### config.mk
export PLATFORM = sky130hd
export DESIGN_NAME = cpu_hotplug_policy_flat
export DESIGN_NICKNAME = d
export VERILOG_FILES = /design/src/chp_pkg.sv /design/src/chp_in_if.sv /design/src/chp_out_if.sv /design/src/chp_eval.sv /design/src/chp_state.sv /design/src/cpu_hotplug_policy.sv /design/src/flat_wrapper.sv
export SDC_FILE = /design/constraint.sdc
export NUM_CORES = 2
export LEC_CHECK = 0
export BUFFER_PORTS_ARGS = -buffer_cell sky130_fd_sc_hd__buf_2
export CAP_MARGIN = 10
export CELL_PAD_IN_SITES_DETAIL_PLACEMENT = 1
export CELL_PAD_IN_SITES_GLOBAL_PLACEMENT = 1
export CORE_MARGIN = 2
export CORE_UTILIZATION = 40
export CTS_CLUSTER_DIAMETER = 150
export CTS_CLUSTER_SIZE = 24
export DETAILED_ROUTE_END_ITERATION = 8
export MAX_ROUTING_LAYER = met4
export PLACE_DENSITY_LB_ADDON = 0.1
export SYNTH_ARGS = -nofsm -noshare
export SYNTH_HDL_FRONTEND = slang
export SYNTH_SLANG_ARGS = --single-unit
### constraint.sdc
create_clock -name i_clk -period 13.6 [get_ports i_clk]
set_clock_uncertainty 0.05 [all_clocks]
set_input_delay 2.04 -clock i_clk [delete_from_list [all_inputs] [get_ports i_clk]]
set_output_delay 2.04 -clock i_clk [all_outputs]
set_load 0.03 [all_outputs]
### src/chp_pkg.sv
// Shared constants, codes and types of the CPU hotplug policy block.
`default_nettype none
package chp_pkg;

    // CPU counts
    localparam int unsigned NUM_CPUS      = 8;
    localparam int unsigned BOOT_MIN_CPUS = 4;
    localparam int unsigned HALF_CPUS     = NUM_CPUS / 2;

    // Field widths
    localparam int unsigned MODE_W     = 2;
    localparam int unsigned FREQ_W     = 22;
    localparam int unsigned UTIL_W     = 10;
    localparam int unsigned RUNQ_W     = 16;
    localparam int unsigned CNT_W      = 7;
    localparam int unsigned ACT_W      = 2;
    localparam int unsigned STREAK_W   = 8;
    localparam int unsigned PROD_W     = 32;
    localparam int unsigned CFG_IDX_W  = 2;
    localparam int unsigned CFG_DATA_W = 22;

    // Item modes
    localparam logic [MODE_W-1:0] MODE_TICK    = 2'd0;
    localparam logic [MODE_W-1:0] MODE_SUSPEND = 2'd1;
    localparam logic [MODE_W-1:0] MODE_RESUME  = 2'd2;

    // Result actions
    localparam logic [ACT_W-1:0] ACT_STAY = 2'd0;
    localparam logic [ACT_W-1:0] ACT_UP   = 2'd1;
    localparam logic [ACT_W-1:0] ACT_DOWN = 2'd2;

    // Register indexes
    localparam logic [CFG_IDX_W-1:0] CFG_UP_FREQ   = 2'd0;
    localparam logic [CFG_IDX_W-1:0] CFG_DOWN_FREQ = 2'd1;
    localparam logic [CFG_IDX_W-1:0] CFG_LOAD      = 2'd2;

    // Register reset values
    localparam logic [FREQ_W-1:0] UP_FREQ_RST   = 22'd1300000;
    localparam logic [FREQ_W-1:0] DOWN_FREQ_RST = 22'd1500000;
    localparam logic [UTIL_W-1:0] LOAD_RST      = 10'd320;

    // Policy constants
    localparam logic [RUNQ_W-1:0]   TASK_LIMIT   = 16'd410;
    localparam logic [STREAK_W-1:0] UP_PERSIST   = 8'd1;
    localparam logic [STREAK_W-1:0] DOWN_PERSIST = 8'd3;
    localparam logic [STREAK_W-1:0] STREAK_MAX   = 8'd255;

    // One accepted input word
    typedef struct packed {
        logic [MODE_W-1:0] mode;
        logic [FREQ_W-1:0] freq_a;
        logic [FREQ_W-1:0] freq_b;
        logic [UTIL_W-1:0] util_a;
        logic [UTIL_W-1:0] util_b;
        logic [RUNQ_W-1:0] runnable_avg;
        logic [CNT_W-1:0]  online_count;
    } t_item;

    // Outcome of the load tests on one tick
    typedef struct packed {
        logic down_hit;
        logic up_hit;
    } t_eval;

    // One result word
    typedef struct packed {
        logic [ACT_W-1:0] action;
        logic             limits_changed;
        logic [CNT_W-1:0] cpu_limit_max;
        logic [CNT_W-1:0] cpu_limit_min;
    } t_result;

    // Threshold register set
    typedef struct packed {
        logic [FREQ_W-1:0] up_freq;
        logic [FREQ_W-1:0] dn_freq;
        logic [UTIL_W-1:0] load;
    } t_cfg;

endpackage
`default_nettype wire

### src/chp_in_if.sv
// Input channel of the CPU hotplug policy block.
`default_nettype none
interface chp_in_if;
    logic                         valid;
    logic                         ready;
    logic [chp_pkg::MODE_W-1:0]   mode;
    logic [chp_pkg::FREQ_W-1:0]   freq_a;
    logic [chp_pkg::FREQ_W-1:0]   freq_b;
    logic [chp_pkg::UTIL_W-1:0]   util_a;
    logic [chp_pkg::UTIL_W-1:0]   util_b;
    logic [chp_pkg::RUNQ_W-1:0]   runnable_avg;
    logic [chp_pkg::CNT_W-1:0]    online_count;

    modport source (
        output valid, mode, freq_a, freq_b, util_a, util_b, runnable_avg, online_count,
        input  ready
    );
    modport sink (
        input  valid, mode, freq_a, freq_b, util_a, util_b, runnable_avg, online_count,
        output ready
    );
endinterface
`default_nettype wire

### src/chp_out_if.sv
// Result channel of the CPU hotplug policy block.
`default_nettype none
interface chp_out_if;
    logic                       valid;
    logic                       ready;
    logic [chp_pkg::ACT_W-1:0]  action;
    logic                       limits_changed;
    logic [chp_pkg::CNT_W-1:0]  cpu_limit_max;
    logic [chp_pkg::CNT_W-1:0]  cpu_limit_min;

    modport source (
        output valid, action, limits_changed, cpu_limit_max, cpu_limit_min,
        input  ready
    );
    modport sink (
        input  valid, action, limits_changed, cpu_limit_max, cpu_limit_min,
        output ready
    );
endinterface
`default_nettype wire

### src/chp_eval.sv
// Cluster ordering and the weighted-load down and up tests.
`default_nettype none
module chp_eval (
    input  var chp_pkg::t_item i_item,
    input  var chp_pkg::t_cfg  i_cfg,
    output var chp_pkg::t_eval o_eval
);
    logic                          swap;
    logic [chp_pkg::FREQ_W-1:0]    f_hi;
    logic [chp_pkg::FREQ_W-1:0]    f_lo;
    logic [chp_pkg::UTIL_W-1:0]    u_hi;
    logic [chp_pkg::UTIL_W-1:0]    u_lo;
    logic [chp_pkg::PROD_W-1:0]    weighted;
    logic [chp_pkg::PROD_W-1:0]    bound_p;
    logic [chp_pkg::PROD_W-1:0]    bound_q;
    logic [chp_pkg::PROD_W-1:0]    bound;

    // faster cluster first
    assign swap = i_item.freq_b > i_item.freq_a;
    assign f_hi = swap ? i_item.freq_b : i_item.freq_a;
    assign f_lo = swap ? i_item.freq_a : i_item.freq_b;
    assign u_hi = swap ? i_item.util_b : i_item.util_a;
    assign u_lo = swap ? i_item.util_a : i_item.util_b;

    // sums and the times-three wrap at 32 bits
    assign weighted = chp_pkg::PROD_W'(f_lo) * chp_pkg::PROD_W'(u_lo)
                    + chp_pkg::PROD_W'(f_hi) * chp_pkg::PROD_W'(u_hi);
    assign bound_p  = chp_pkg::PROD_W'(i_cfg.up_freq) * chp_pkg::PROD_W'(i_cfg.load);
    assign bound_q  = bound_p >> 2;
    assign bound    = bound_q + (bound_q << 1);

    assign o_eval.down_hit = (f_lo != '0) && (f_hi < i_cfg.dn_freq) && (weighted <= bound);
    assign o_eval.up_hit   = (f_hi >= i_cfg.up_freq) && (u_hi >= i_cfg.load)
                          && (i_item.runnable_avg >= chp_pkg::TASK_LIMIT);
endmodule
`default_nettype wire

### src/chp_state.sv
// Persistence counters, online level moves and requested CPU limits.
`default_nettype none
module chp_state (
    input  var logic                       i_clk,
    input  var logic                       i_rst_n,
    input  var logic                       i_adv,
    input  var logic [chp_pkg::MODE_W-1:0] i_mode,
    input  var logic [chp_pkg::CNT_W-1:0]  i_online,
    input  var chp_pkg::t_eval             i_eval,
    output var chp_pkg::t_result           o_result
);
    logic [chp_pkg::STREAK_W-1:0] r_up_streak;
    logic [chp_pkg::STREAK_W-1:0] r_down_streak;
    logic [chp_pkg::CNT_W-1:0]    r_lim_max;
    logic [chp_pkg::CNT_W-1:0]    r_lim_min;

    logic [chp_pkg::STREAK_W-1:0] n_up_streak;
    logic [chp_pkg::STREAK_W-1:0] n_down_streak;
    logic [chp_pkg::CNT_W-1:0]    n_lim_max;
    logic [chp_pkg::CNT_W-1:0]    n_lim_min;

    logic [chp_pkg::ACT_W-1:0]    action;
    logic                         req;
    logic [chp_pkg::CNT_W-1:0]    want_max;
    logic [chp_pkg::CNT_W-1:0]    want_min;
    logic                         at_all;
    logic                         at_half;
    logic                         chg_max;
    logic                         chg_min;

    localparam logic [chp_pkg::CNT_W-1:0] ALL_CNT  = chp_pkg::CNT_W'(chp_pkg::NUM_CPUS);
    localparam logic [chp_pkg::CNT_W-1:0] HALF_CNT = chp_pkg::CNT_W'(chp_pkg::HALF_CPUS);
    localparam logic [chp_pkg::CNT_W-1:0] BOOT_CNT = chp_pkg::CNT_W'(chp_pkg::BOOT_MIN_CPUS);

    function automatic logic [chp_pkg::STREAK_W-1:0] bump(
        input logic [chp_pkg::STREAK_W-1:0] c
    );
        return (c < chp_pkg::STREAK_MAX) ? c + 1'b1 : chp_pkg::STREAK_MAX;
    endfunction

    assign at_all  = i_online == ALL_CNT;
    assign at_half = i_online == HALF_CNT;

    always_comb begin
        n_up_streak   = r_up_streak;
        n_down_streak = r_down_streak;
        action        = chp_pkg::ACT_STAY;
        req           = 1'b0;
        want_max      = ALL_CNT;
        want_min      = HALF_CNT;
        case (i_mode)
            chp_pkg::MODE_TICK: begin
                if (i_eval.down_hit) begin
                    n_down_streak = bump(r_down_streak);
                    n_up_streak   = '0;
                end else if (i_eval.up_hit) begin
                    n_up_streak   = bump(r_up_streak);
                    n_down_streak = '0;
                end else begin
                    n_up_streak   = '0;
                    n_down_streak = '0;
                end
                if (n_up_streak > chp_pkg::UP_PERSIST) begin
                    action = chp_pkg::ACT_UP;
                end else if (n_down_streak > chp_pkg::DOWN_PERSIST) begin
                    action = chp_pkg::ACT_DOWN;
                end
                if (action == chp_pkg::ACT_UP) begin
                    // half goes to all, an unknown level goes to half
                    req      = !at_all;
                    want_min = at_half ? ALL_CNT : HALF_CNT;
                end else if (action == chp_pkg::ACT_DOWN) begin
                    // all or an unknown level goes to half
                    req      = !at_half;
                    want_min = HALF_CNT;
                end
                if (action != chp_pkg::ACT_STAY) begin
                    n_up_streak   = '0;
                    n_down_streak = '0;
                end
            end
            chp_pkg::MODE_SUSPEND: begin
                n_up_streak   = '0;
                n_down_streak = '0;
                req           = 1'b1;
                want_max      = HALF_CNT;
                want_min      = HALF_CNT;
            end
            chp_pkg::MODE_RESUME: begin
                req      = 1'b1;
                want_max = ALL_CNT;
                want_min = HALF_CNT;
            end
            default: begin
                req = 1'b0;
            end
        endcase
    end

    // write only limits that differ
    assign chg_max   = req && (want_max != '0) && (want_max != r_lim_max);
    assign chg_min   = req && (want_min != '0) && (want_min != r_lim_min);
    assign n_lim_max = chg_max ? want_max : r_lim_max;
    assign n_lim_min = chg_min ? want_min : r_lim_min;

    assign o_result.action         = action;
    assign o_result.limits_changed = chg_max | chg_min;
    assign o_result.cpu_limit_max  = n_lim_max;
    assign o_result.cpu_limit_min  = n_lim_min;

    always_ff @(posedge i_clk) begin
        if (!i_rst_n) begin
            r_up_streak   <= '0;
            r_down_streak <= '0;
            r_lim_max     <= ALL_CNT;
            r_lim_min     <= BOOT_CNT;
        end else if (i_adv) begin
            r_up_streak   <= n_up_streak;
            r_down_streak <= n_down_streak;
            r_lim_max     <= n_lim_max;
            r_lim_min     <= n_lim_min;
        end
    end

`ifndef ASSERT_OFF
    a_streak_excl: assert property (@(posedge i_clk) disable iff (!i_rst_n)
        (r_up_streak == '0) || (r_down_streak == '0))
        else $error("up and down streaks both nonzero");
    a_action_clears: assert property (@(posedge i_clk) disable iff (!i_rst_n)
        (i_adv && (action != chp_pkg::ACT_STAY))
        |=> (r_up_streak == '0) && (r_down_streak == '0))
        else $error("streaks not cleared after an action");
    a_hold_idle: assert property (@(posedge i_clk) disable iff (!i_rst_n)
        !i_adv |=> $stable(r_up_streak) && $stable(r_down_streak)
                   && $stable(r_lim_max) && $stable(r_lim_min))
        else $error("state moved without an item");
    a_limits_nonzero: assert property (@(posedge i_clk) disable iff (!i_rst_n)
        (r_lim_max != '0) && (r_lim_min != '0))
        else $error("requested limit is zero");
`endif
endmodule
`default_nettype wire

### src/cpu_hotplug_policy.sv
// Top level of the CPU hotplug policy block: registers, pipeline and handshakes.
//
//   Channel   Dir   Handshake          Word
//   i_in      in    valid / ready      mode, freq_a/b, util_a/b, runnable_avg, online_count
//   o_out     out   valid / ready      action, limits_changed, cpu_limit_max, cpu_limit_min
//   i_cfg_*   in    write enable only  register index, threshold data
//
// One word per cycle while the result is not stalled; each accepted word passes through
// the input register, then through the load tests and policy update into the
// result register. Policy state advances as a word moves into the result register.
// Reset (i_rst_n low at a clock edge) empties both stages, clears the streaks and
// loads the default thresholds and limits. A stalled result holds in place while the
// input register still accepts one more word.
`default_nettype none
module cpu_hotplug_policy (
    input  var logic                           i_clk,
    input  var logic                           i_rst_n,
    chp_in_if.sink                             i_in,
    chp_out_if.source                          o_out,
    input  var logic                           i_cfg_we,
    input  var logic [chp_pkg::CFG_IDX_W-1:0]  i_cfg_idx,
    input  var logic [chp_pkg::CFG_DATA_W-1:0] i_cfg_data
);
    chp_pkg::t_cfg    r_cfg;
    chp_pkg::t_item   r_s1;
    logic             r_s1_vld;
    chp_pkg::t_result r_out;
    logic             r_out_vld;

    chp_pkg::t_eval   eval;
    chp_pkg::t_result n_out;
    logic             s2_free;
    logic             s1_adv;
    logic             in_take;

    // threshold registers
    always_ff @(posedge i_clk) begin
        if (!i_rst_n) begin
            r_cfg.up_freq <= chp_pkg::UP_FREQ_RST;
            r_cfg.dn_freq <= chp_pkg::DOWN_FREQ_RST;
            r_cfg.load    <= chp_pkg::LOAD_RST;
        end else if (i_cfg_we) begin
            case (i_cfg_idx)
                chp_pkg::CFG_UP_FREQ:   r_cfg.up_freq <= i_cfg_data;
                chp_pkg::CFG_DOWN_FREQ: r_cfg.dn_freq <= i_cfg_data;
                chp_pkg::CFG_LOAD:      r_cfg.load    <= i_cfg_data[chp_pkg::UTIL_W-1:0];
                default: begin
                    // drop writes to unused indexes
                end
            endcase
        end
    end

    // pipeline flow: result register frees when empty or taken
    assign s2_free    = !r_out_vld || o_out.ready;
    assign s1_adv     = r_s1_vld && s2_free;
    assign i_in.ready = !r_s1_vld || s1_adv;
    assign in_take    = i_in.valid && i_in.ready;

    always_ff @(posedge i_clk) begin
        if (!i_rst_n) begin
            r_s1_vld  <= 1'b0;
            r_out_vld <= 1'b0;
        end else begin
            if (i_in.ready) begin
                r_s1_vld <= i_in.valid;
            end
            if (s2_free) begin
                r_out_vld <= s1_adv;
            end
        end
    end

    // payload registers
    always_ff @(posedge i_clk) begin
        if (in_take) begin
            r_s1.mode         <= i_in.mode;
            r_s1.freq_a       <= i_in.freq_a;
            r_s1.freq_b       <= i_in.freq_b;
            r_s1.util_a       <= i_in.util_a;
            r_s1.util_b       <= i_in.util_b;
            r_s1.runnable_avg <= i_in.runnable_avg;
            r_s1.online_count <= i_in.online_count;
        end
        if (s1_adv) begin
            r_out <= n_out;
        end
    end

    chp_eval u_eval (
        .i_item (r_s1),
        .i_cfg  (r_cfg),
        .o_eval (eval)
    );

    chp_state u_state (
        .i_clk    (i_clk),
        .i_rst_n  (i_rst_n),
        .i_adv    (s1_adv),
        .i_mode   (r_s1.mode),
        .i_online (r_s1.online_count),
        .i_eval   (eval),
        .o_result (n_out)
    );

    assign o_out.valid          = r_out_vld;
    assign o_out.action         = r_out.action;
    assign o_out.limits_changed = r_out.limits_changed;
    assign o_out.cpu_limit_max  = r_out.cpu_limit_max;
    assign o_out.cpu_limit_min  = r_out.cpu_limit_min;
endmodule
`default_nettype wire
### src/flat_wrapper.sv
// flat-port wrapper written by rule: the top's interface ports become plain ports
module cpu_hotplug_policy_flat 
  (i_clk, i_rst_n, i_cfg_we, i_cfg_idx, i_cfg_data, i_in_valid, i_in_mode, i_in_freq_a, i_in_freq_b, i_in_util_a, i_in_util_b, i_in_runnable_avg, i_in_online_count, i_in_ready, o_out_valid, o_out_action, o_out_limits_changed, o_out_cpu_limit_max, o_out_cpu_limit_min, o_out_ready);
  chp_in_if i_in_i ();
  chp_out_if o_out_i ();
  input  var logic i_clk;
  input  var logic i_rst_n;
  input  var logic i_cfg_we;
  input  var logic [chp_pkg::CFG_IDX_W-1:0] i_cfg_idx;
  input  var logic [chp_pkg::CFG_DATA_W-1:0] i_cfg_data;
  input wire logic [$bits(i_in_i.valid)-1:0] i_in_valid;
  input wire logic [$bits(i_in_i.mode)-1:0] i_in_mode;
  input wire logic [$bits(i_in_i.freq_a)-1:0] i_in_freq_a;
  input wire logic [$bits(i_in_i.freq_b)-1:0] i_in_freq_b;
  input wire logic [$bits(i_in_i.util_a)-1:0] i_in_util_a;
  input wire logic [$bits(i_in_i.util_b)-1:0] i_in_util_b;
  input wire logic [$bits(i_in_i.runnable_avg)-1:0] i_in_runnable_avg;
  input wire logic [$bits(i_in_i.online_count)-1:0] i_in_online_count;
  output wire logic [$bits(i_in_i.ready)-1:0] i_in_ready;
  output wire logic [$bits(o_out_i.valid)-1:0] o_out_valid;
  output wire logic [$bits(o_out_i.action)-1:0] o_out_action;
  output wire logic [$bits(o_out_i.limits_changed)-1:0] o_out_limits_changed;
  output wire logic [$bits(o_out_i.cpu_limit_max)-1:0] o_out_cpu_limit_max;
  output wire logic [$bits(o_out_i.cpu_limit_min)-1:0] o_out_cpu_limit_min;
  input wire logic [$bits(o_out_i.ready)-1:0] o_out_ready;
  assign i_in_i.valid = i_in_valid;
  assign i_in_i.mode = i_in_mode;
  assign i_in_i.freq_a = i_in_freq_a;
  assign i_in_i.freq_b = i_in_freq_b;
  assign i_in_i.util_a = i_in_util_a;
  assign i_in_i.util_b = i_in_util_b;
  assign i_in_i.runnable_avg = i_in_runnable_avg;
  assign i_in_i.online_count = i_in_online_count;
  assign i_in_ready = i_in_i.ready;
  assign o_out_valid = o_out_i.valid;
  assign o_out_action = o_out_i.action;
  assign o_out_limits_changed = o_out_i.limits_changed;
  assign o_out_cpu_limit_max = o_out_i.cpu_limit_max;
  assign o_out_cpu_limit_min = o_out_i.cpu_limit_min;
  assign o_out_i.ready = o_out_ready;
  cpu_hotplug_policy u_core (.i_clk(i_clk), .i_rst_n(i_rst_n), .i_in(i_in_i), .o_out(o_out_i), .i_cfg_we(i_cfg_we), .i_cfg_idx(i_cfg_idx), .i_cfg_data(i_cfg_data));
endmodule
Yosys cells after proc, flatten, opt, wreduce, memory -nomap -nowiden
Cells that the tools add are included.
{ "totals": {"elab_cells": 103, "reg_bits": 192, "out_inout_bits": 19, "in_bits": 118} }
{ "op_classes": {"multipliers": 3, "n_bitwise": 1, "addsub": 4, "mux": 27, "n_eq_ne": 10, "order_cmp": 10, "reduce_logical": 28} }
{ "op_table": {"columns": ["op", "count"], "rows": [
  ["$mul A22 B10 Y32", 3],
  ["$mux W8", 9],
  ["$mux W22", 2],
  ["$add A30 B31 Y32", 1],
  ["$add A32 B32 Y32", 1],
  ["$le A32 B32 Y1", 1],
  ["$pmux W8 S2", 2],
  ["$ge A22 B22 Y1", 1],
  ["$gt A22 B22 Y1", 1],
  ["$lt A22 B22 Y1", 1],
  ["$reduce_bool A22 Y1", 1],
  ["$mux W10", 2],
  ["$add A8 B1 Y8 const B", 2],
  ["$ge A16 B9 Y1 const B", 1],
  ["$lt A8 B8 Y1 const B", 2],
  ["$mux W4", 4],
  ["$mux W7", 2],
  ["$ne A7 B7 Y1", 2],
  ["$reduce_bool A7 Y1", 2],
  ["$ge A10 B10 Y1", 1],
  ["$logic_and A1 B1 Y1", 10],
  ["$gt A8 B1 Y1 const B", 1],
  ["$gt A8 B2 Y1 const B", 1],
  ["$reduce_and A2 Y1", 4],
  ["13 further kinds", 26]
]} }

Logic depth before layout (Yosys ltp)
{ "depth": {"depth_word": 19, "ltp_mapped": 51, "mapped_depth_nobuf": 46} }

Cells and area by module
From an unflattened synthesis, not the netlist that was laid out.
{ "unflattened": {"cells_unflattened": 3474, "area_unflattened_um2": 32093.3} }
{ "modules_own_cells": {"columns": ["module", "cells_each", "area_each_um2", "seq_area_each_um2", "instances"], "rows": [
  ["chp_eval", 2969, 25047.8, 0.0, 1],
  ["cpu_hotplug_policy", 331, 5456.5, 4304.1, 1],
  ["chp_state", 174, 1589.0, 600.6, 1]
]} }

Least setup slack after synthesis
OpenSTA, ideal clock, no wires.
{ "synth_path": {"kind": "flip-flop to flip-flop", "from": "reg u_core.r_s1[58] in the netlist's numbering", "to": "reg u_core.r_out (netlist bit u_core.o_out.limits_changed), data pin", "synth_period_minus_slack_ns": 12.078, "t_required_ns": 13.296, "arrival_time_ns": 11.774, "path_stages_with_launch": 48, "n_path_buf": 6, "setup_time_ns": 0.254, "slack_ns": 1.522, "cell_sequence": "edfxtp_1 -> ha_1 -> and4_1 -> nand3_1 -> or4_1 -> clkbuf_1 -> nand2_1 -> buf_2 -> buf_1 -> clkbuf_1 -> nand2_1 -> o21ai_1 -> nand2_1 -> fa_1 -> inv_1 -> fa_1 -> inv_1 -> fa_1 -> (+12 left out) -> nand2b_1 -> a21oi_1 -> o21ai_0 -> o41ai_1 -> nand4b_1 -> o211ai_1 -> ha_1 -> o21a_1 -> o21ai_0 -> a21oi_1 -> or4_1 -> a211o_1 -> or4_4 -> and4_1 -> o31a_1 -> buf_6 -> buf_2 -> a21o_1"} }
{ "synth_lines": {"columns": ["element", "line", "rtl"], "rows": [
  ["start: declaration", "cpu_hotplug_policy.sv:25", "chp_pkg::t_item r_s1;"],
  ["end signal: assignment", "cpu_hotplug_policy.sv:86", "r_out <= n_out;"],
  ["end: declaration", "cpu_hotplug_policy.sv:27", "chp_pkg::t_result r_out;"]
]} }

==> impl_metrics.env <==
export IMPL_period_needed_ps=13020
export IMPL_synth_fp_nets=4445
export IMPL_grt_usage=0.259
export IMPL_num_antenna_cells=0
export IMPL_die_area_um2=80700
export IMPL_clkTransAtPathRegs_ps=90
export IMPL_vias=24803
export IMPL_drtAntennaViolNets=0
export IMPL_grt_overflow=0
export IMPL_wl_um=98900
export IMPL_num_nets_final=4612
export IMPL_synthArstFlopShare=0
export IMPL_critPathMaxStageDelay_ps=690
export IMPL_post_synth_top_count_cell="inv_1"
export IMPL_critPathLaunchType="flip-flop"
export IMPL_grt_pass1_vias=27504
export IMPL_crit_arrival_ps=13250
export IMPL_fin_util=0.446
export IMPL_setup_viol=0
export IMPL_placement_io_buffers=135
export IMPL_ys_seq_area_frac=0.155
export IMPL_cts_tree="done"
export IMPL_synth_largest_area_cell="fa_1"
export IMPL_ys_flop_type="edfxtp_1"
export IMPL_htreeDepth=4
export IMPL_slowest_stage="or4_4"
export IMPL_critPathKind="reg -> reg"
export IMPL_place_area_um2=33800
export IMPL_max_slew_margin=0.224
export IMPL_die_w_um=284
export IMPL_fillers=9153
export IMPL_hold_class="reg -> reg"
export IMPL_vias_per_cell=5.28
export IMPL_drv_slew=0
export IMPL_tightest_slew_ps=1160
export IMPL_finalHoldViolations=0
export IMPL_grt_pass1_wl_um=155000
export IMPL_cts_root_buf="clkbuf_16"
export IMPL_final_area_um2=34600
export IMPL_dp_hpwl_um=83500
export IMPL_routedWlPerCell_um=21.0
export IMPL_synth_cells=3479
export IMPL_start_util=0.405
export IMPL_postSynthAreaPerCell_um2=9.02
export IMPL_cts_made_buffers=17
export IMPL_die_h_um=284
export IMPL_cts_buffer_depth=2
export IMPL_critPathRequiredTime_ps=13830
export IMPL_cp_common_cell="fa_1"
export IMPL_hold_depth=2
export IMPL_synthesis_area_um2=31400
export IMPL_post_route_cells_drive_above_1_share=0.0926
export IMPL_yosys_warnings=0
export IMPL_drc_errors=0
export IMPL_pre_cts_slack_ps=269
export IMPL_synthTopCellsByArea="fa_1 (34%), ha_1 (13%), edfxtp_1 (10%)"
export IMPL_dr_pass1_iters=6
export IMPL_core_region_area_um2=77600
export IMPL_finalWorstSetupSlack_ps=585
export IMPL_rows=102
export IMPL_fin_crit_sh=0.957
export IMPL_rr_worst_depth=43
export IMPL_worstPathMaxFanout=32
export IMPL_endpoint_kind="flip-flop"
export IMPL_cts_sinks=191
export IMPL_io_pins=137
export IMPL_synth_top_cell_area_share=0.339
export IMPL_globalplace_congestion=0.886
export IMPL_grt_max_degree=89
export IMPL_synth_common_cells="inv_1 (649), fa_1 (532), nand2_1 (499)"
export IMPL_ys_ff_latch=191
export IMPL_synth_edf_count=105
export IMPL_grt_antenna_before_repair=1
export IMPL_first_iter_violations=1292
export IMPL_area_growth_pct=10.1
export IMPL_maxCapViolations=0
export IMPL_synth_cell_types=74
export IMPL_timing_fmax_mhz=76.8
export IMPL_status="finished clean"
export IMPL_worstSkewPairLatency_ps=520
==> metrics by stage <==
step	cells	hold slack [ps]	setup TNS [ps]
finish	4699	422	0
global route	4699	444	-42.4
CTS	4695	421	0
detailed placement	4663	409	0
global placement	4663	383	0
floorplan	3479	368	0
==> final timing paths <==
kind | start | end | slack, ps
max | u_core.r_s1[81]$_DFFE_PP_ | u_core.o_out.limits_changed$_DFFE_PP_ | 580
min reg2reg | u_core.r_cfg[26]$_SDFFE_PN0P_ | u_core.r_cfg[26]$_SDFFE_PN0P_ | 420
min | u_core.r_cfg[26]$_SDFFE_PN0P_ | u_core.r_cfg[26]$_SDFFE_PN0P_ | 420
max reg2reg | u_core.r_s1[81]$_DFFE_PP_ | u_core.o_out.limits_changed$_DFFE_PP_ | 580
==> kinds of logic (layout without fill, tap and decap cells) <==
logic type | count (synthesis) | after routing | share of synthesized area
buffers and inverters | 761 | 941 | 0.0913
adder cells (fa/ha/maj) | 848 | 848 | 0.465
AND/OR/NAND/NOR | 1122 | 1122 | 0.158
multiplexers | 67 | 67 | 0.0223
flip-flops | 191 | 191 | 0.155
AO/OA/AOI/OAI | 405 | 405 | 0.0848
XOR/XNOR | 85 | 85 | 0.0237
==> registers in the layout (all words and copies together) (netlist names), 7 cells and up <==
| register | flops |
|---|---|
| u_core.u_state.r_down_streak | 8 |
| u_core.o_out.cpu_limit_min | 7 |
| u_core.r_cfg | 54 |
| u_core.o_out.cpu_limit_max | 7 |
| u_core.r_s1 | 88 |
| u_core.u_state.r_lim_min | 7 |
| u_core.u_state.r_lim_max | 7 |
| u_core.u_state.r_up_streak | 8 |
==> layer usage <==
layer	vias to the layer above	global-route usage	share of wire
li1	11330	-	-
met1	12816	0.332	0.44
met2	534	0.423	0.48
met3	123	0.0303	0.045
met4	0	0.0962	0.037
met5	-	-	0
==> placed cells by master (no fill, tap or decap), types with 7 or more instances in the layout <==
cell	synthesis	final
nor2_1	332	332
inv_1	649	648
a31oi_1	8	8
or2_2	8	8
nor3_1	33	32
nand3_1	27	27
and3_1	34	34
o21ai_0	67	66
o21bai_1	9	9
fa_1	532	532
a211oi_1	15	15
and4_1	7	7
nor4_1	13	13
nand4_1	22	22
a21oi_1	107	107
xor2_1	26	26
a21boi_0	30	30
and2_1	52	51
nand2_1	499	498
buf_2	3	135
mux2i_1	44	38
mux2_2	23	21
xnor2_1	59	59
clkbuf_16	0	17
buf_4	0	112
dfxtp_1	86	86
a21o_1	65	63
nand2b_1	18	18
a211o_1	9	9
nor2b_1	42	41
o211ai_1	29	29
nand3b_1	8	8
edfxtp_1	105	105
clkinv_1	12	12
o21a_1	16	16
ha_1	316	316
==> critical path, delay by kind of cell, from the launching register on <==
family | cells | cell delay, ps
AO/OA/AOI/OAI | 17 | 4320
adder cells (fa/ha/maj) | 10 | 4280
AND/OR/NAND/NOR | 7 | 2130
buffers and inverters | 7 | 1040
flip-flops | 1 | 470
multiplexers | 1 | 400
XOR/XNOR | 1 | 90
==> layout make-up <==
type                    count  area (um2)  area share
clock inverters            15         226     0.00655
multi-input cells        2527       23700       0.686
well taps                1040        1300      0.0376
inverters                 661        2480      0.0719
repair buffers            248        1540      0.0444
flip-flops and latches    191        4870       0.141
clock buffers              17         425      0.0123
==> timing repair <==
action	4_1_cts	5_1_grt
endpoints found under the setup margin	0	31
endpoints found under the hold margin	0	0
gates resized for setup	0	17
hold buffers	0	0
setup buffers	0	4
Power is not shown: default switching activity piles up to over one toggle a cycle in this logic, so the estimate is an artifact.
